File: config.mk
export PLATFORM = sky130hd
export DESIGN_NAME = ioq_ram
export DESIGN_NICKNAME = d
export VERILOG_FILES = /design/src/hw/rtl/ioq_ram.sv
export SDC_FILE = /design/constraint.sdc
export NUM_CORES = 1
export LEC_CHECK = 0
export ABC_AREA = 1
export BUFFER_PORTS_ARGS = -buffer_cell sky130_fd_sc_hd__buf_2
export CAP_MARGIN = 20
export CORE_MARGIN = 2
export CORE_UTILIZATION = 55
export CTS_BUF_LIST = sky130_fd_sc_hd__clkbuf_8
export DETAILED_ROUTE_END_ITERATION = 8
export PLACE_DENSITY_LB_ADDON = 0.15
export SLEW_MARGIN = 25
export SYNTH_ARGS = -nofsm -noshare
export SYNTH_HDL_FRONTEND = slang
export SYNTH_SLANG_ARGS = --single-unit
File: constraint.sdc
create_clock -name clk -period 1.44 [get_ports clk]
set_clock_uncertainty 0.15 [all_clocks]
set_input_delay 0.216 -clock clk [delete_from_list [all_inputs] [get_ports clk]]
set_output_delay 0.216 -clock clk [all_outputs]
set_load 0.05 [all_outputs]
File: src/hw/rtl/ioq_ram.sv
// generic simple dual-port ram, one write and one registered read port
// no dependencies
`default_nettype none
module ioq_ram #(
  parameter int unsigned WIDTH = 8,
  parameter int unsigned DEPTH = 16
) (
  input  wire logic                                   clk,
  input  wire logic                                   wr_en,
  input  wire logic [(DEPTH > 1 ? $clog2(DEPTH) : 1)-1:0] wr_addr,
  input  wire logic [WIDTH-1:0]                       wr_data,
  input  wire logic                                   rd_en,
  input  wire logic [(DEPTH > 1 ? $clog2(DEPTH) : 1)-1:0] rd_addr,
  output logic      [WIDTH-1:0]                       rd_data
);

  logic [WIDTH-1:0] mem [DEPTH];

  // write port
  always_ff @(posedge clk) begin
    if (wr_en) begin
      mem[wr_addr] <= wr_data;
    end
  end

  // registered read port
  always_ff @(posedge clk) begin
    if (rd_en) begin
      rd_data <= mem[rd_addr];
    end
  end

endmodule
`default_nettype wire

==> results.yml, run 1 <==
status:
  outcome: "finished, violations left"
  violations: "setup timing"
yosys:
  synth.top_cell.area_share: 0.6985
  ys_seq_area_frac: 0.6985
  synth_cells: 551
  synthFlopType: "edfxtp_1"
  synthMuxAreaShare: 0
  synth.avg_cell_area_um2: 10.61
  synth-async-reset-ratio: 0
  synth_adder_area_share: 0
  synth-compound-area-share: 0
  yosys_register_bits: 136
  synth_top_family_by_area: "simple AND/OR/NAND/NOR gates"
  syn-num-nets: 570
  yosysUniqueCellTypes: 11
  synth_edf_count: 136
  post-synth-top-count-cell: "nand2_1"
  syn_area_um2: 5847
  synth_top_area_cell: "edfxtp_1"
  synth_simple_gate_area_frac: 0.2076
  synth_common_cells: "173 x nand2_1, 136 x edfxtp_1, 100 x inv_1"
  synth_xor_area_frac: 0
  yosys-top-cells-area: "edfxtp_1 70%, nand2_1 11%, nand3_1 8.3%"
  synth_warnings: 0
clock_network:
  cts_tree: "yes"
  cts-root-buf: "clkbuf_8"
  clk_pin_slew_worst_paths_ps: 70
  cts_sinks: 136
  clk_latency_ps: 430
  cts_buffer_depth: 2
  htree_levels: 4
  cts_made_buffers: 17
route:
  detail-route-antenna-nets: 0
  vias: 3942
  drtPass1Iterations: 5
  wl_per_cell_um: 17.88
  totalWireLength_mm: 13.36
  drc: 0
  vias_per_cell: 5.277
  drt_iter0_markers: 330
die:
  initial_core_util: 0.5664
  core_area_um2: 10320
  dieArea_um2: 11470
  ios: 27
  die_w_um: 107.1
  rows: 37
  die_h_um: 107.1
global_routing:
  antenna_found_initial: 0
  grtUsageTotal: 0.2526
  use_met1: 0.3601
  top_usage_layer: "met2"
  grt_pass1_wl_mm: 20.87
  grt_pass1_vias: 3705
  use_met2: 0.3807
  grt_max_degree: 39
  use_met3: 0.05046
  grt_overflow: 0
setup_path:
  startpoint_type: "flip-flop"
  critPathCaptureType: "output port"
  cp-startpoint: "rd_data[1]"
  crit_chain: "buf_6"
  cp_slowest_cell: "edfxtp_1"
  cp_data_arrival_time_ps: 1090
  r2r_start: "mem[6][1]"
  reg2regPathDepth: 6
  path_max_fanout: 1
  required_ps: 1070
  cp_num_buf_inv: 1
  worstSetupPathType: "flip-flop to output port"
  crit_family: "flip-flops"
  slowest_delay_ps: 460
  ff2ff_setup_slack_ps: 130
  r2r-end: "rd_data[1]"
finish:
  fillers: 834
  multiInputGateArea_um2: 1214
  final_util: 0.6405
  syn_to_final_growth_pct: 13.10
  drive_above_1_share: 0.1277
  antenna_cells: 0
  fin_nets: 621
  finalNonFillerCells: 747
  regArea_um2: 4084
place:
  portBuffers: 26
  dp_cells: 718
  pre_cts_ws_ps: -151.4
  gp_congestion: 0.8282
  detailed_place_hpwl_mm: 8.458
job:
  maxCapViolations: 0
power_and_ir_drop:
  p_sw_w: 0.001794
  intPower_w: 0.006098
  clockPowerShare: 0.349
  vdd_ir_drop_max_v: 0.0006246
  pwr-share-seq: 0.569
  switching_share: 0.2273
  power_density_nw_per_um2: 1194
  pwr-share-comb: 0.082
  p_leak_nw: 2.893
timing:
  period_needed_ps: 1456
  setup_slack_ps: -15.94
  drv_slew: 0
  setup_viol: 1
  hold_slack_ps: 49.21
  worst_slew_pin_slew_ps: 609.9
  hold_viol: 0
  post-route-period-util: 1.011
  slew_headroom: 0.5928
  grt_setup_unrepaired: "yes"
  fin_setup_tns_ps: -15.94
  max_freq_mhz: 686.8
hold_path:
  hold_end: "mem[10][5]"
  hp-class: "input port to flip-flop"
  hold_start: "wr_data[5]"
  hold_depth: 1
power by group through the flow:
stage	clock network [W]	registers (W)	logic [W]
6_report	0.00276	0.00449	0.000644
5_1_grt	0.00295	0.00449	0.000705
4_1_cts	0.00279	0.00449	0.000642
3_5_place_dp	0	0.00457	0.000625
3_3_place_gp	0	0.00457	0.000614
2_1_floorplan	0	0.00463	0.000313
sequential cells by signal, indices dropped and copies added (netlist names):
| register | count |
|---|---|
| rd_data | 8 |
| mem | 128 |
final cells by class:
cell class | instances | share of cell area
Sequential cell | 136 | 0.6176
Multi-Input combinational cell | 289 | 0.1835
Timing Repair Buffer | 56 | 0.06528
Inverter | 102 | 0.05790
Clock buffer | 17 | 0.03538
Tap cell | 136 | 0.02573
Clock inverter | 11 | 0.01457
per-stage QoR:
stage	instance area, um2	power, W
after floorplan	5847	0.004943
after global placement	6236	0.005184
after detailed placement	6236	0.005198
after CTS	6604	0.007924
after global routing	6613	0.008148
final	6613	0.007892
worst register-to-register path, stage by stage, from the launching register on:
cell and delay, ps:
edfxtp_1 380, inv_1 70, nand2_1 60, nand3_1 70
nand3_1 110, nand3_1 150, nand2_1 70
timing repair:
item | 4_1_cts | 5_1_grt
gates resized for setup | 9 | 5
buffers inserted | 0 | 0
hold buffers | 1 | 0
endpoints found under the setup margin | 5 | 6
hold endpoints to repair | 8 | 0
routing by layer:
layer	up-vias	share of wire
met5	-	0
met4	0	0.028
met3	25	0.083
met2	192	0.46
met1	1851	0.43
li1	1874	-
logic make-up (layout without fill, tap and decap cells):
kind of cell	count (synthesis)	after routing
flops	136	136
buf+inv	126	186
simple gates	289	289
placed cells by master, fill, tap and decap left out:
| cell | n |
|---|---|
| clkinv_2 | 2 |
| dlygate4sd3_1 | 1 |
| nand3_1 | 97 |
| buf_12 | 3 |
| edfxtp_1 | 136 |
| bufinv_16 | 2 |
| buf_6 | 5 |
| inv_1 | 104 |
| nand3b_1 | 2 |
| nand2_1 | 173 |
| clkbuf_8 | 17 |
| nor2_1 | 17 |
| inv_2 | 2 |
| buf_4 | 28 |
| buf_2 | 19 |
| clkinv_1 | 3 |
worst max-delay path by stage:
stage / endpoint / slack (ps) / cells after the start
2_1_floorplan: mem[10][0] / 120 / 2
3_3_place_gp: rd_data[0] / -140 / 6
3_5_place_dp: rd_data[5] / -150 / 6
4_1_cts: rd_data[1] / -30 / 1
5_1_grt: rd_data[1] / -20 / 1
6_report: rd_data[1] / -20 / 1
Note: power is estimated with default switching activity, not from simulation.
==> run 2: changes to the inputs <==
==> constraint.sdc (replaced) <==
create_clock -name clk -period 1.85 [get_ports clk]
set_clock_uncertainty 0.15 [all_clocks]
set_input_delay 0.2775 -clock clk [delete_from_list [all_inputs] [get_ports clk]]
set_output_delay 0.2775 -clock clk [all_outputs]
set_load 0.05 [all_outputs]
==> results.yml, run 2 (synthesis results as in run 1) <==
clock_network:
  clk_pin_slew_worst_paths_ps: 70
  cts_resized: 0
  cts_made_buffers: 17
  cts-root-buf: "clkbuf_8"
  cts_tree: "yes"
  cts_buffer_depth: 2
  hold_buffers: 0
  htree_levels: 4
  clk_latency_ps: 430
  cts_sinks: 136
  postCtsSetupRepairBufs: 0
timing:
  grt_setup_unrepaired: "no"
  slew_headroom: 0.5958
  hold_viol: 0
  drv_slew: 0
  fin_setup_tns_ps: 0
  worst_slew_pin_slew_ps: 605.4
  period_needed_ps: 1516
  max_freq_mhz: 659.5
  setup_viol: 0
  setup_slack_ps: 333.6
  post-route-period-util: 0.8197
setup_path:
  required_ps: 1420
  ff2ff_setup_slack_ps: 520
  critPathCaptureType: "output port"
  reg2regPathDepth: 6
  cp_data_arrival_time_ps: 1090
  cp_num_buf_inv: 1
  path_max_fanout: 1
  r2r_start: "mem[5][1]"
  cp_slowest_cell: "edfxtp_1"
  slowest_delay_ps: 390
  crit_chain: "buf_2"
  r2r-end: "rd_data[1]"
  worstSetupPathType: "flip-flop to output port"
  crit_family: "flip-flops"
  startpoint_type: "flip-flop"
power_and_ir_drop:
  p_leak_nw: 2.859
  clockPowerShare: 0.391
  pwr-share-comb: 0.073
  pwr-share-seq: 0.537
  power_density_nw_per_um2: 985.3
  p_sw_w: 0.001459
  switching_share: 0.2246
  intPower_w: 0.005040
  vdd_ir_drop_max_v: 0.0006053
hold_path:
  hp-class: "input port to flip-flop"
  hold_start: "rd_en"
  hold_depth: 1
  hold_end: "rd_data[6]"
finish:
  fin_nets: 614
  largestRegisters: "mem: 128 flops, rd_data: 8 flops"
  fillers: 820
  regMostFlops: "mem"
  drive_above_1_share: 0.1301
  largest_reg_flops: 128
  antenna_cells: 0
  syn_to_final_growth_pct: 12.82
  final_cell_mix: "173 x nand2_1, 136 x edfxtp_1, 101 x inv_1, 97 x nand3_1, 26 x buf_2"
  layout_commonest_cell: "nand2_1"
place:
  detailed_place_hpwl_mm: 7.942
  gp_congestion: 0.8025
  portBuffers: 26
  pre_cts_ws_ps: 185.9
global_routing:
  grt_max_degree: 65
  grt_pass1_wl_mm: 20.06
  antenna_found_initial: 0
  grtUsageTotal: 0.2434
  grt_overflow: 0
  grt_pass1_vias: 3528
route:
  vias: 3814
  drt_iter0_markers: 459
  vias_per_cell: 5.133
  detail-route-antenna-nets: 0
  wl_per_cell_um: 17.62
  totalWireLength_mm: 13.09
  drc: 0
  drtPass1Iterations: 5
die:
  dieArea_um2: 11470
  die_h_um: 107.1
  initial_core_util: 0.5664
  die_w_um: 107.1
  ios: 27
  core_area_um2: 10320
  rows: 37
status:
  outcome: "completed"
job:
  maxCapViolations: 0
==> run 2: cell type report <==
| class | instances | area, um2 | area share |
|---|---|---|---|
| clock inverters | 14 | 183.9 | 0.02788 |
| well taps | 136 | 170.2 | 0.02580 |
| repair buffers | 49 | 327.8 | 0.04970 |
| clock buffers | 17 | 234.0 | 0.03547 |
| flip-flops and latches | 136 | 4084 | 0.6191 |
| multi-input cells | 289 | 1214 | 0.1840 |
| inverters | 102 | 382.9 | 0.05804 |
==> run 2: metrics by stage <==
step                      instance area, um2    util  hold slack, ps  total power (W)  instances
final                                   6596  0.6390           81.64         0.006499        743
after global routing                    6596  0.6390           64.06         0.006712        743
after CTS                               6596  0.6390           65.31         0.006526        743
after detailed placement                6178  0.5985           512.1         0.004025        712
after global placement                  6178  0.5985           517.2         0.004020        712
after floorplan                         5847       -           226.4         0.003847        551
==> run 2: how the worst max path moves through the flow <==
stage | start | to | slack, ps | depth (start not counted)
2_1_floorplan | wr_addr[2] | mem[10][0] | 470 | 2
3_3_place_gp | rd_addr[1] | rd_data[1] | 170 | 6
3_5_place_dp | rd_addr[0] | rd_data[6] | 190 | 8
4_1_cts | rd_data[1] | rd_data[1] | 290 | 1
5_1_grt | rd_data[1] | rd_data[1] | 300 | 1
6_report | rd_data[1] | rd_data[1] | 330 | 1
==> run 2: layer usage <==
layer,wire [um],share of wire,GRT usage
met1,5821,0.44,0.3676
met2,5974,0.46,0.3535
met3,1102,0.084,0.05653
met4,195,0.015,0.07421
met5,0,0,0
==> run 2: power by group through the flow <==
stage / clock network, W / logic, W / registers, W
2_1_floorplan: 0 / 0.000243 / 0.00360
3_3_place_gp: 0 / 0.000465 / 0.00355
3_5_place_dp: 0 / 0.000469 / 0.00356
4_1_cts: 0.00257 / 0.000472 / 0.00349
5_1_grt: 0.00270 / 0.000519 / 0.00349
6_report: 0.00254 / 0.000473 / 0.00349
