**config.mk**
```make
export PLATFORM = sky130hd
export DESIGN_NAME = ioq_div
export DESIGN_NICKNAME = d
export VERILOG_FILES = /design/src/hw/rtl/ioq_pkg.sv /design/src/hw/rtl/ioq_div.sv
export SDC_FILE = /design/constraint.sdc
export NUM_CORES = 1
export LEC_CHECK = 0
export BUFFER_PORTS_ARGS = -buffer_cell sky130_fd_sc_hd__buf_4
export CAP_MARGIN = 25
export CORE_UTILIZATION = 44
export DETAILED_ROUTE_END_ITERATION = 10
export GPL_TIMING_DRIVEN = 0
export PLACE_DENSITY = 0.65
export SLEW_MARGIN = 0
export SYNTH_ARGS = -nofsm -noshare
export SYNTH_HDL_FRONTEND = slang
export SYNTH_SLANG_ARGS = --single-unit
```
**constraint.sdc**
```tcl
create_clock -name clk -period 5 [get_ports clk]
set_input_delay 0.5 -clock clk [delete_from_list [all_inputs] [get_ports clk]]
set_output_delay 0.5 -clock clk [all_outputs]
set_load 0.03 [all_outputs]
```
**src/hw/rtl/ioq_pkg.sv**
```systemverilog
// shared types and constants for the interval overlap query block
// no dependencies; imported by every module of the block but ioq_ram
`default_nettype none
package ioq_pkg;

  // field widths of the stream beats
  localparam int unsigned CHROM_BITS = 8;
  localparam int unsigned COORD_BITS = 31;
  localparam int unsigned OP_BITS    = 2;
  localparam int unsigned STAT_BITS  = 2;
  localparam int unsigned CNT_OUT_W  = 11;
  localparam int unsigned RANK_OUT_W = 10;
  localparam int unsigned FRAC_W     = 24;
  localparam int unsigned FRAC_FRAC  = 16;
  localparam int unsigned BASES_W    = 32;
  localparam int unsigned IN_DATA_W  = 72;
  localparam int unsigned OUT_DATA_W = 248;

  // saturation limits
  localparam logic [CNT_OUT_W-1:0]  CNT_MAX   = '1;
  localparam logic [RANK_OUT_W-1:0] RANK_MAX  = '1;
  localparam logic [COORD_BITS-1:0] LEN_MAX   = '1;
  localparam logic [BASES_W-1:0]    BASES_MAX = '1;
  localparam logic [FRAC_W-1:0]     FRAC_MAX  = '1;

  typedef enum logic [OP_BITS-1:0] {
    OP_LOAD   = 2'd0,
    OP_CLEAR  = 2'd1,
    OP_QUERY  = 2'd2,
    OP_UNUSED = 2'd3
  } opcode_t;

  typedef enum logic [STAT_BITS-1:0] {
    ST_OK     = 2'd0,
    ST_QUERY  = 2'd1,
    ST_FULL   = 2'd2,
    ST_REJECT = 2'd3
  } status_t;

  // stored entry: chrom id, start, end
  typedef struct packed {
    logic [CHROM_BITS-1:0] chrom;
    logic [COORD_BITS-1:0] start;
    logic [COORD_BITS-1:0] stop;
  } entry_t;

  // request to the shared divider
  typedef struct packed {
    logic go;
    logic busy;
  } div_ctl_t;

endpackage
`default_nettype wire

```
**src/hw/rtl/ioq_div.sv**
```systemverilog
// shared restoring divider: q = min((num << 16) / den, 0xffffff), one bit a cycle
// depends on ioq_pkg
`default_nettype none
module ioq_div #(
  parameter int unsigned NUM_W = 48
) (
  input  wire logic                      clk,
  input  wire logic                      rst,
  input  wire logic                      start,
  input  wire logic [NUM_W-1:0]          num,
  input  wire logic [NUM_W-1:0]          den,
  output logic                           done,
  output logic [ioq_pkg::FRAC_W-1:0]     quot
);
  import ioq_pkg::*;

  localparam int unsigned CW = $clog2(FRAC_W);

  logic [NUM_W:0]          rem;
  logic [NUM_W-1:0]        dreg;
  logic [7:0]              nlow;
  logic [CW-1:0]           cnt;
  logic                    busy;
  logic [NUM_W:0]          trial;
  logic                    nbit;
  logic                    fits;
  logic                    over;

  // next dividend bit: num low byte sits at quotient bits 23..16
  always_comb begin
    nbit  = (cnt >= CW'(FRAC_FRAC)) ? nlow[3'(cnt - CW'(FRAC_FRAC))] : 1'b0;
    trial = {rem[NUM_W-1:0], nbit};
    fits  = trial >= {1'b0, dreg};
    over  = {8'd0, num} >= {den, 8'd0};
  end

  // sequencer and datapath
  always_ff @(posedge clk) begin
    if (rst) begin
      busy <= 1'b0;
      done <= 1'b0;
    end else begin
      done <= 1'b0;
      if (start) begin
        dreg <= den;
        nlow <= num[7:0];
        cnt  <= CW'(FRAC_W - 1);
        rem  <= {9'd0, num[NUM_W-1:8]};
        quot <= '0;
        if (den == '0) begin
          done <= 1'b1;
        end else if (over) begin
          quot <= FRAC_MAX;
          done <= 1'b1;
        end else begin
          busy <= 1'b1;
        end
      end else if (busy) begin
        rem  <= fits ? trial - {1'b0, dreg} : trial;
        quot <= {quot[FRAC_W-2:0], fits};
        cnt  <= cnt - 1'b1;
        if (cnt == '0) begin
          busy <= 1'b0;
          done <= 1'b1;
        end
      end
    end
  end

endmodule
`default_nettype wire

```
==> results of run 1 <==
==> cell families (layout without fill, tap and decap cells) <==
kind of cell    count (synthesis)  count (layout)
xor+xnor                       42              42
flops                         135             135
simple gates                  268             268
buf+inv                       166             324
mux                             4               4
compound gates                300             300
fa+ha+maj                      91              91
==> worst max-delay path, cell delays in order (launching register included) <==
cell,delay (ps)
edfxtp_1,460
mux4_2,520
mux2_2,270
nand2_1,110
ha_1,200
fa_1,200
nand2b_1,140
a21oi_1,130
o21a_1,250
o31a_1,360
o21ai_1,430
o221ai_1,290
xnor2_1,210
a211oi_1,80
a311o_1,330
==> power by group through the flow <==
stage	clock [uW]	sequential [uW]	combinational (uW)
6_report	1370	1420	1220
5_1_grt	1420	1430	1340
4_1_cts	1370	1420	1200
3_5_place_dp	0	1440	1190
3_3_place_gp	0	1440	1170
2_1_floorplan	0	1460	806
==> metrics by stage <==
stage,total power [uW],util,instances,setup TNS [ps]
floorplan,2261,-,1006,0
finish,4009,0.5477,1439,0
CTS,3995,0.5477,1439,0
global placement,2619,0.5137,1403,-104100
detailed placement,2635,0.5184,1407,0
global route,4184,0.5477,1439,0
==> cell type report <==
cell class              instances  area share
flip-flops and latches        135      0.3449
inverters                     125     0.04012
clock buffers                  18     0.03670
well taps                     275     0.02942
multi-input cells             705      0.4294
repair buffers                126     0.08580
plain buffers                  41     0.01680
clock inverters                14     0.01680
==> placed cells by master (no fill, tap or decap), types with 5 or more instances in the layout <==
cell         n
a211oi_1    10
a21o_1      33
a21oi_1     70
a22o_1       6
a311o_1      5
a31oi_1     18
a41oi_1      5
and2_1      13
and3_1      10
buf_2        7
buf_4      123
clkbuf_1    26
clkbuf_16   17
edfxtp_1   133
ha_1        90
inv_1      125
nand2_1     69
nand2b_1     7
nand3_1     27
nand4_1     34
nor2_1      49
nor2b_1      6
nor3_1      13
nor4_1      13
o211ai_1     8
o21a_1      10
o21ai_0     64
o21ai_1      6
o21bai_1    11
o311ai_2    10
o31ai_1      7
or3_1        8
xnor2_1     35
xor2_1       7
==> how the worst min path moves through the flow <==
stage,depth (start not counted),slack [ps],startpoint,to
2_1_floorplan,2,460,busy$_SDFFE_PP0P_,done$_SDFF_PP0_
3_3_place_gp,1,500,busy$_SDFFE_PP0P_,busy$_SDFFE_PP0P_
3_5_place_dp,2,520,busy$_SDFFE_PP0P_,done$_SDFF_PP0_
4_1_cts,1,240,den[41],dreg[41]$_DFFE_PP_
5_1_grt,1,240,den[41],dreg[41]$_DFFE_PP_
6_report,1,250,den[41],dreg[41]$_DFFE_PP_
==> cells in the mapped netlist (3+ instances only) <==
master	count
o31ai_1	7
a41oi_1	5
nor2_1	51
nand2_1	69
buf_6	4
a211o_1	3
clkbuf_1	25
inv_1	125
o211ai_1	8
o21ai_0	64
a311o_1	5
buf_1	4
xnor2_1	35
nand4_1	34
a31oi_1	18
nor2b_1	6
nor3_1	13
nor4_1	13
a22o_1	6
or4_1	3
o311ai_1	4
o311ai_2	10
xor2_1	7
nand3_1	27
or3_1	8
and2_1	13
edfxtp_1	133
buf_2	7
o21ai_1	6
a211oi_1	10
a21oi_1	70
nand2b_1	7
a21o_1	33
o21bai_1	11
ha_1	90
o21a_1	10
and3_1	10
==> state kept, by name, indices dropped and copies added, names as in the netlist <==
| name | count |
|---|---|
| done | 1 |
| nlow | 8 |
| quot | 24 |
| rem | 48 |
| busy | 1 |
| cnt | 5 |
| dreg | 48 |
==> per-layer routing <==
layer / track usage / up-vias
met1: 0.3870 / 4128
met3: 0.05394 / 53
met4: 0.09949 / 0
li1: - / 4017
met5: 0 / -
met2: 0.4212 / 357
==> impl_metrics.json, run 1 <==
{
  "fin_crit_ps": 4233,
  "vias": 8555,
  "synth_area_leaders": "edfxtp_1 41%, ha_1 12%, inv_1 4.8%",
  "synth_compound_area_frac": 0.2142,
  "switching_share": 0.3263,
  "synth_edf_count": 133,
  "clock_latency_ps": 440,
  "die_y_um": 150.5,
  "cts.htree.levels": 4,
  "power_density_mw_per_mm2": 342.8,
  "drt_iter0_drc": 852,
  "synth_nets": 1196,
  "dpl-instance-area_mm2": 0.01107,
  "crit_start": "cnt[0]$_SDFFCE_PP1P_",
  "routabilityCongestion": 0.9351,
  "wl_met1_um": 13690,
  "worst_pin_slew_ps": 923.4,
  "fill_cells": 1957,
  "antenna_found_initial": 1,
  "grt_use_total": 0.2761,
  "synth-simple-area-share": 0.1388,
  "routed_wirelength_um": 30080,
  "antenna_cells": 0,
  "internal_power_uw": 2701,
  "synth.distinct_cells": 74,
  "skew_ps": 9.833,
  "synth_flop_cell": "edfxtp_1",
  "setup_ws_ps": 767.0,
  "muxShareOfSynthArea": 0.006832,
  "cts_buffer_depth": 2,
  "p_leak_uw": 0.005014,
  "wl_met2_um": 13360,
  "preCtsSetupSlack_ps": 824.9,
  "slew_viol_final": 0,
  "r2r_cells": 14,
  "io_buffer_count": 122,
  "cp_data_required_time_ps": 5180,
  "rsz0062_at_grt": "false",
  "path_clk_slew_ps": 60,
  "cts_sinks": 135,
  "grt.overflow.total": 0,
  "routedWlPerCell_um": 20.91,
  "io_pins": 124,
  "p_clk_frac": 0.342,
  "grt_pass1_wl_um": 46130,
  "yosys.area.top_type": "edfxtp_1",
  "dieArea_mm2": 0.02266,
  "synth-seq-cells": 135,
  "synthXorXnorAreaFrac": 0.03790,
  "cts_hold_buf": 0,
  "wl_met3_um": 2240,
  "top_layer_used": "met4",
  "worstSetupPathType": "reg -> reg",
  "r2r-start": "cnt[0]$_SDFFCE_PP1P_",
  "firstDrtPassIters": 5,
  "syn2layout_area_growth_pct": 20.48,
  "grt_max_degree": 30,
  "cts_setup_buffers": 0,
  "drv_cap": 0,
  "setup_viol": 0,
  "syn_area_per_cell_um2": 9.649,
  "design_area_mm2": 0.01170,
  "yosys_warnings": 0,
  "drive_above_1_share": 0.1684,
  "critical_path.max_fanout": 5,
  "fin_crit_sh": 0.8466,
  "seq_area_frac_synth": 0.4156,
  "net-switching-power_uw": 1308,
  "core_mm2": 0.02135,
  "slew_headroom": 0.3844,
  "start_util": 0.4546,
  "cts_buffers": 17,
  "drc": 0,
  "whs_ps": 248.4,
  "syn_inst": 1006,
  "startpoint_type": "flip-flop",
  "seqPwrFrac": 0.354,
  "peakVddDrop_mv": 0.2096,
  "critPathArrivalTime_ps": 4420,
  "reg2reg_to": "rem[38]$_DFFE_PP_",
  "status": "finished clean",
  "nNetsFinal": 1341,
  "cts_resized": 0,
  "async_flop_share": 0,
  "num_rows": 53,
  "die_x_um": 150.5,
  "hold_viol": 0,
  "vias_per_cell": 5.945,
  "cp-end-kind": "flip-flop",
  "hp-class": "in -> reg",
  "ant_nets": 0,
  "crit_end": "rem[38]$_DFFE_PP_",
  "dp_hpwl_um": 23190,
  "synth_top_family_by_area": "compound AO/OA/AOI/OAI gates",
  "cts_tree": "yes",
  "cts-root-buf": "clkbuf_16",
  "rrSetupSlack_ps": 770,
  "ff_latch_area_mm2": 0.004034,
  "comb_power_share": 0.304,
  "synth-adder-area-share": 0.1181,
  "synth_top_area_share": 0.4114,
  "syn_area_mm2": 0.009707,
  "timing.fmax_ghz": 0.2362,
  "first_global_vias": 8294,
  "multi_input_area_mm2": 0.005022
}
Power figures use the tool's default switching activity.
==> run 2: changes to the inputs <==
==> constraint.sdc (replaced) <==
create_clock -name clk -period 3.5 [get_ports clk]
set_input_delay 0.35 -clock clk [delete_from_list [all_inputs] [get_ports clk]]
set_output_delay 0.35 -clock clk [all_outputs]
set_load 0.03 [all_outputs]
==> run 2 against run 1 <==
Net effect: largest cell class unchanged; first-iteration DRC count fell by 8.3%; cell count rose by 2.4%; the run now ends with setup timing left; non-clock buffer count rose by 34; power rose by 47%; register-to-register slack got worse by 1000 ps; sequential power rose by 43%; core utilization rose by 4.1 points; maximum frequency rose by 12%; sequential share of layout area fell by 2.4 points; flip-flop and latch count did not move; die area did not move.
==> impl_metrics.json, run 2 (synthesis results as in run 1) <==
{
  "status": "finished, violations left",
  "violations": "setup timing",
  "fin_crit_sh": 1.076,
  "utilization": 0.5885,
  "io_pins": 124,
  "routabilityCongestion": 0.9417,
  "path_clk_slew_ps": 70,
  "num_rows": 53,
  "firstDrtPassIters": 6,
  "cts_tree": "yes",
  "cts-root-buf": "clkbuf_16",
  "vias": 8799,
  "multi_input_area_mm2": 0.005425,
  "cp-end-kind": "flip-flop",
  "cts_sinks": 135,
  "worstSetupPathType": "reg -> reg",
  "die_x_um": 150.5,
  "peakVddDrop_mv": 0.2742,
  "grt_use_total": 0.2812,
  "ff_latch_area_mm2": 0.004034,
  "reg2reg_to": "rem[34]$_DFFE_PP_",
  "drc": 0,
  "fill_cells": 1880,
  "drive_above_1_share": 0.2437,
  "critPathArrivalTime_ps": 3950,
  "ant_nets": 0,
  "cts_buffers": 17,
  "dieArea_mm2": 0.02266,
  "r2r-start": "cnt[0]$_SDFFCE_PP1P_",
  "cts_buffer_depth": 2,
  "start_util": 0.4546,
  "critical_path.max_fanout": 4,
  "timing.fmax_ghz": 0.2656,
  "die_y_um": 150.5,
  "routed_wirelength_um": 31880,
  "rsz0062_at_grt": "true",
  "grt_pass1_wl_um": 47220,
  "slew_viol_final": 0,
  "r2r_cells": 14,
  "setup_tns_ps": -2308,
  "startpoint_type": "flip-flop",
  "crit_end": "rem[34]$_DFFE_PP_",
  "core_mm2": 0.02135,
  "hold_viol": 0,
  "dpl-instance-area_mm2": 0.01108,
  "vias_per_cell": 5.974,
  "reg_top3": "dreg (48), rem (48), quot (24)",
  "grt.overflow.total": 0,
  "first_global_vias": 8604,
  "io_buffer_count": 122,
  "drt_iter0_drc": 781,
  "p_leak_uw": 0.005344,
  "rrSetupSlack_ps": -260,
  "antenna_found_initial": 0,
  "final_common_cell": "buf_4",
  "whs_ps": 91.23,
  "power_density_mw_per_mm2": 468.7,
  "hp-class": "in -> reg",
  "antenna_cells": 0,
  "skew_ps": 9.713,
  "fin_crit_ps": 3765,
  "grt_max_degree": 34,
  "cp_data_required_time_ps": 3680,
  "worst_pin_slew_ps": 971.3,
  "design_area_mm2": 0.01257,
  "clock_latency_ps": 440,
  "final_cell_mix": "143 x buf_4, 133 x edfxtp_1, 125 x inv_1",
  "nNetsFinal": 1375,
  "drv_cap": 0,
  "setup_viol": 34,
  "dp_hpwl_um": 22960,
  "setup_ws_ps": -264.5,
  "slew_headroom": 0.3510,
  "cts.htree.levels": 4,
  "syn2layout_area_growth_pct": 29.45,
  "crit_start": "cnt[0]$_SDFFCE_PP1P_",
  "routedWlPerCell_um": 21.64
}
[run 2: layer usage]
layer	track usage	wire length, um	up-vias
met3	0.05576	2543	72
met1	0.3851	14080	4214
li1	-	-	4089
met5	0	0	-
met4	0.1035	905	0
met2	0.4382	14350	424
[run 2: worst max-delay path, cell delays in order, from the launching register on]
cell and delay [ps]:
edfxtp_1 420, mux4_2 520, mux2_4 300, nand2_4 100, ha_4 150, fa_2 200, nand2b_4 140, a21oi_4 70
o21a_1 220, o31a_1 340, o21ai_4 290, o21ai_1 130, xnor2_1 180, a211oi_1 80, a311o_1 360
[run 2: worst min-delay path by stage]
stage                                 start            endpoint  slack [ps]  cells past startpoint
final                               den[45]  dreg[45]$_DFFE_PP_          90                      1
after detailed placement  busy$_SDFFE_PP0P_     done$_SDFF_PP0_         520                      2
after CTS                           den[42]  dreg[42]$_DFFE_PP_          80                      1
after global routing                den[40]  dreg[40]$_DFFE_PP_          90                      1
after global placement    busy$_SDFFE_PP0P_   busy$_SDFFE_PP0P_         500                      1
after floorplan                      den[0]   dreg[0]$_DFFE_PP_         450                      0
[run 2: layout make-up]
cell class | count | area share
Sequential cell | 135 | 0.3210
Tap cell | 275 | 0.02738
Clock buffer | 17 | 0.03385
Inverter | 125 | 0.03734
Clock inverter | 15 | 0.01334
Buffer | 41 | 0.02310
Multi-Input combinational cell | 705 | 0.4317
Timing Repair Buffer | 160 | 0.1122
[run 2: stage by stage]
step	setup slack [ps]	std cells	power, uW
after floorplan	26.87	1006	3229
after global placement	-866.1	1403	3737
after detailed placement	-600.0	1407	3763
after CTS	-149.5	1450	5683
after global routing	-379.3	1473	6135
final	-264.5	1473	5890
[run 2: power breakdown]
part / switching [uW] / total (uW) / internal, uW
registers: 72.2 / 2030 / 1960
clock network: 793 / 1860 / 1070
logic: 1160 / 2000 / 836
[run 2: timing repair]
action,4_1_cts,5_1_grt
hold buffers,0,0
pin swaps,17,56
setup buffers,11,17
setup endpoints to repair,49,49
gates resized for setup,32,98
cloned,0,6
==> run 3: changes to the inputs <==
--- a/config.mk
+++ b/config.mk
@@ -15,3 +15,4 @@
 export SYNTH_ARGS = -nofsm -noshare
 export SYNTH_HDL_FRONTEND = slang
 export SYNTH_SLANG_ARGS = --single-unit
+export TNS_END_PERCENT = 10
==> run 3 against run 2 <==
Net effect: the run still ends with setup timing left; count of clock-buffer cells in the layout is the same; core utilization shrank 3.2 points; die area is the same; non-clock buffer count shrank 26; global-route usage shrank 0.10 points; critical path depth is the same; flip-flop and latch count is the same; largest power group unchanged; highest routed layer unchanged.
==> impl_metrics.json, run 3 (synthesis results as in run 1) <==
{
  "critical_path.max_fanout": 4,
  "clock_latency_ps": 440,
  "slew_headroom": 0.3795,
  "hold_depth": 1,
  "worstSetupPathType": "reg -> reg",
  "cts-root-buf": "clkbuf_16",
  "reg2reg_to": "rem[38]$_DFFE_PP_",
  "r2r_cells": 14,
  "drive_above_1_share": 0.1988,
  "status": "finished, violations left",
  "die_x_um": 150.5,
  "antenna_found_initial": 0,
  "vias_per_cell": 5.992,
  "vias": 8671,
  "ant_nets": 0,
  "final_common_cell": "edfxtp_1",
  "power_density_mw_per_mm2": 478.5,
  "placed_cells": 1407,
  "drt_iter0_drc": 862,
  "grt_use_total": 0.2802,
  "whs_ps": 97.53,
  "dpl-instance-area_mm2": 0.01107,
  "peakVddDrop_mv": 0.3124,
  "internal_power_uw": 3704,
  "routed_wirelength_um": 30660,
  "setup_viol": 10,
  "slew_viol_final": 0,
  "cts.htree.levels": 4,
  "fill_cells": 1948,
  "firstDrtPassIters": 6,
  "rrSetupSlack_ps": -190,
  "syn2layout_area_growth_pct": 22.39,
  "fin_crit_ps": 3693,
  "grt_max_degree": 34,
  "routabilityCongestion": 0.9470,
  "cp_data_required_time_ps": 3680,
  "path_clk_slew_ps": 70,
  "dieArea_mm2": 0.02266,
  "cts_tree": "yes",
  "switching_share": 0.3484,
  "dp_hpwl_um": 23190,
  "grt_pass1_wl_um": 46980,
  "io_buffer_count": 122,
  "die_y_um": 150.5,
  "cts_sinks": 135,
  "critPathArrivalTime_ps": 3880,
  "totalPowerFinal_uw": 5685,
  "hp-class": "in -> reg",
  "holdPathEnd": "dreg[44]$_DFFE_PP_",
  "routedWlPerCell_um": 21.19,
  "setup_tns_ps": -927.8,
  "fin_crit_sh": 1.055,
  "start_util": 0.4546,
  "grt.overflow.total": 0,
  "cts_buffers": 17,
  "num_rows": 53,
  "worst_pin_slew_ps": 928.5,
  "core_mm2": 0.02135,
  "setup_ws_ps": -192.6,
  "comb_power_share": 0.320,
  "net-switching-power_uw": 1981,
  "startpoint_type": "flip-flop",
  "antenna_cells": 0,
  "nNetsFinal": 1349,
  "p_clk_frac": 0.324,
  "cp-end-kind": "flip-flop",
  "stdcell_count": 1447,
  "design_area_mm2": 0.01188,
  "skew_ps": 12.55,
  "multi_input_area_mm2": 0.005154,
  "hp-start": "den[44]",
  "drc": 0,
  "rsz0062_at_grt": "true",
  "violations": "setup timing",
  "drv_cap": 0,
  "p_leak_uw": 0.005068,
  "final_cell_mix": "133 x edfxtp_1, 131 x buf_4, 125 x inv_1",
  "io_pins": 124,
  "reg_top3": "dreg (48), rem (48), quot (24)",
  "timing.fmax_ghz": 0.2708,
  "seqPwrFrac": 0.356,
  "first_global_vias": 8430,
  "ff_latch_area_mm2": 0.004034,
  "cts_buffer_depth": 2,
  "hold_viol": 0,
  "r2r-start": "cnt[0]$_SDFFCE_PP1P_"
}
run 3: cell count changes in the layout (fill, tap and decap cells not counted), sizes merged:
| cell | delta |
|---|---|
| bufinv | -1 |
| inv | +1 |
| buf | -21 |
| clkbuf | -5 |
run 3: worst max-delay path by stage:
| stage | cells after the start | start | to | slack (ps) |
|---|---|---|---|---|
| 3_5_place_dp | 14 | cnt[0]$_SDFFCE_PP1P_ | rem[30]$_DFFE_PP_ | -680 |
| 5_1_grt | 14 | cnt[0]$_SDFFCE_PP1P_ | rem[38]$_DFFE_PP_ | -270 |
| 4_1_cts | 14 | cnt[0]$_SDFFCE_PP1P_ | rem[38]$_DFFE_PP_ | -120 |
| 6_report | 14 | cnt[0]$_SDFFCE_PP1P_ | rem[38]$_DFFE_PP_ | -190 |
| 3_3_place_gp | 4 | start | dreg[19]$_DFFE_PP_ | -2020 |
| 2_1_floorplan | 4 | start | dreg[0]$_DFFE_PP_ | -200 |
run 3: cell type report:
class / instances / area share
Multi-Input combinational cell: 705 / 0.4338
Sequential cell: 135 / 0.3395
Timing Repair Buffer: 134 / 0.08952
Inverter: 125 / 0.03949
Clock buffer: 17 / 0.03581
Tap cell: 275 / 0.02896
Buffer: 41 / 0.01948
Clock inverter: 15 / 0.01338
run 3: layer usage:
metal,wire (um),track usage
met5,0,0
met4,1168,0.1111
met3,2206,0.04515
met2,13340,0.4334
met1,13940,0.3900
run 3: through the flow:
step           utilization  setup slack, ps
2_1_floorplan            -           -203.1
3_3_place_gp        0.5139            -2022
3_5_place_dp        0.5184           -678.2
4_1_cts             0.5539           -123.5
5_1_grt             0.5564           -273.5
6_report            0.5564           -192.6
run 3: repair_timing:
item,in CTS,in global routing
hold buffers,0,0
gates cloned,0,0
buffers inserted,7,1
gates resized for setup,32,13
pin swaps,16,6
endpoints found under the setup margin,49,49
run 3: critical path, cell delays in order (launching register included):
cell      delay (ps)
edfxtp_1         420
mux4_2           510
mux2_4           290
nand2_4           90
ha_4             150
fa_2             210
nand2b_4         130
a21oi_2           80
o21a_1           220
o31a_1           340
o21ai_4          260
o221ai_2         180
xnor2_1          210
a211oi_1          70
a311o_1          280
run 3: power groups by stage:
stage / clock network, uW / logic [uW] / registers (uW)
2_1_floorplan: 0 / 1150 / 2080
3_3_place_gp: 0 / 1680 / 2060
3_5_place_dp: 0 / 1710 / 2060
4_1_cts: 1860 / 1770 / 2020
5_1_grt: 1910 / 1970 / 2040
6_report: 1840 / 1820 / 2030
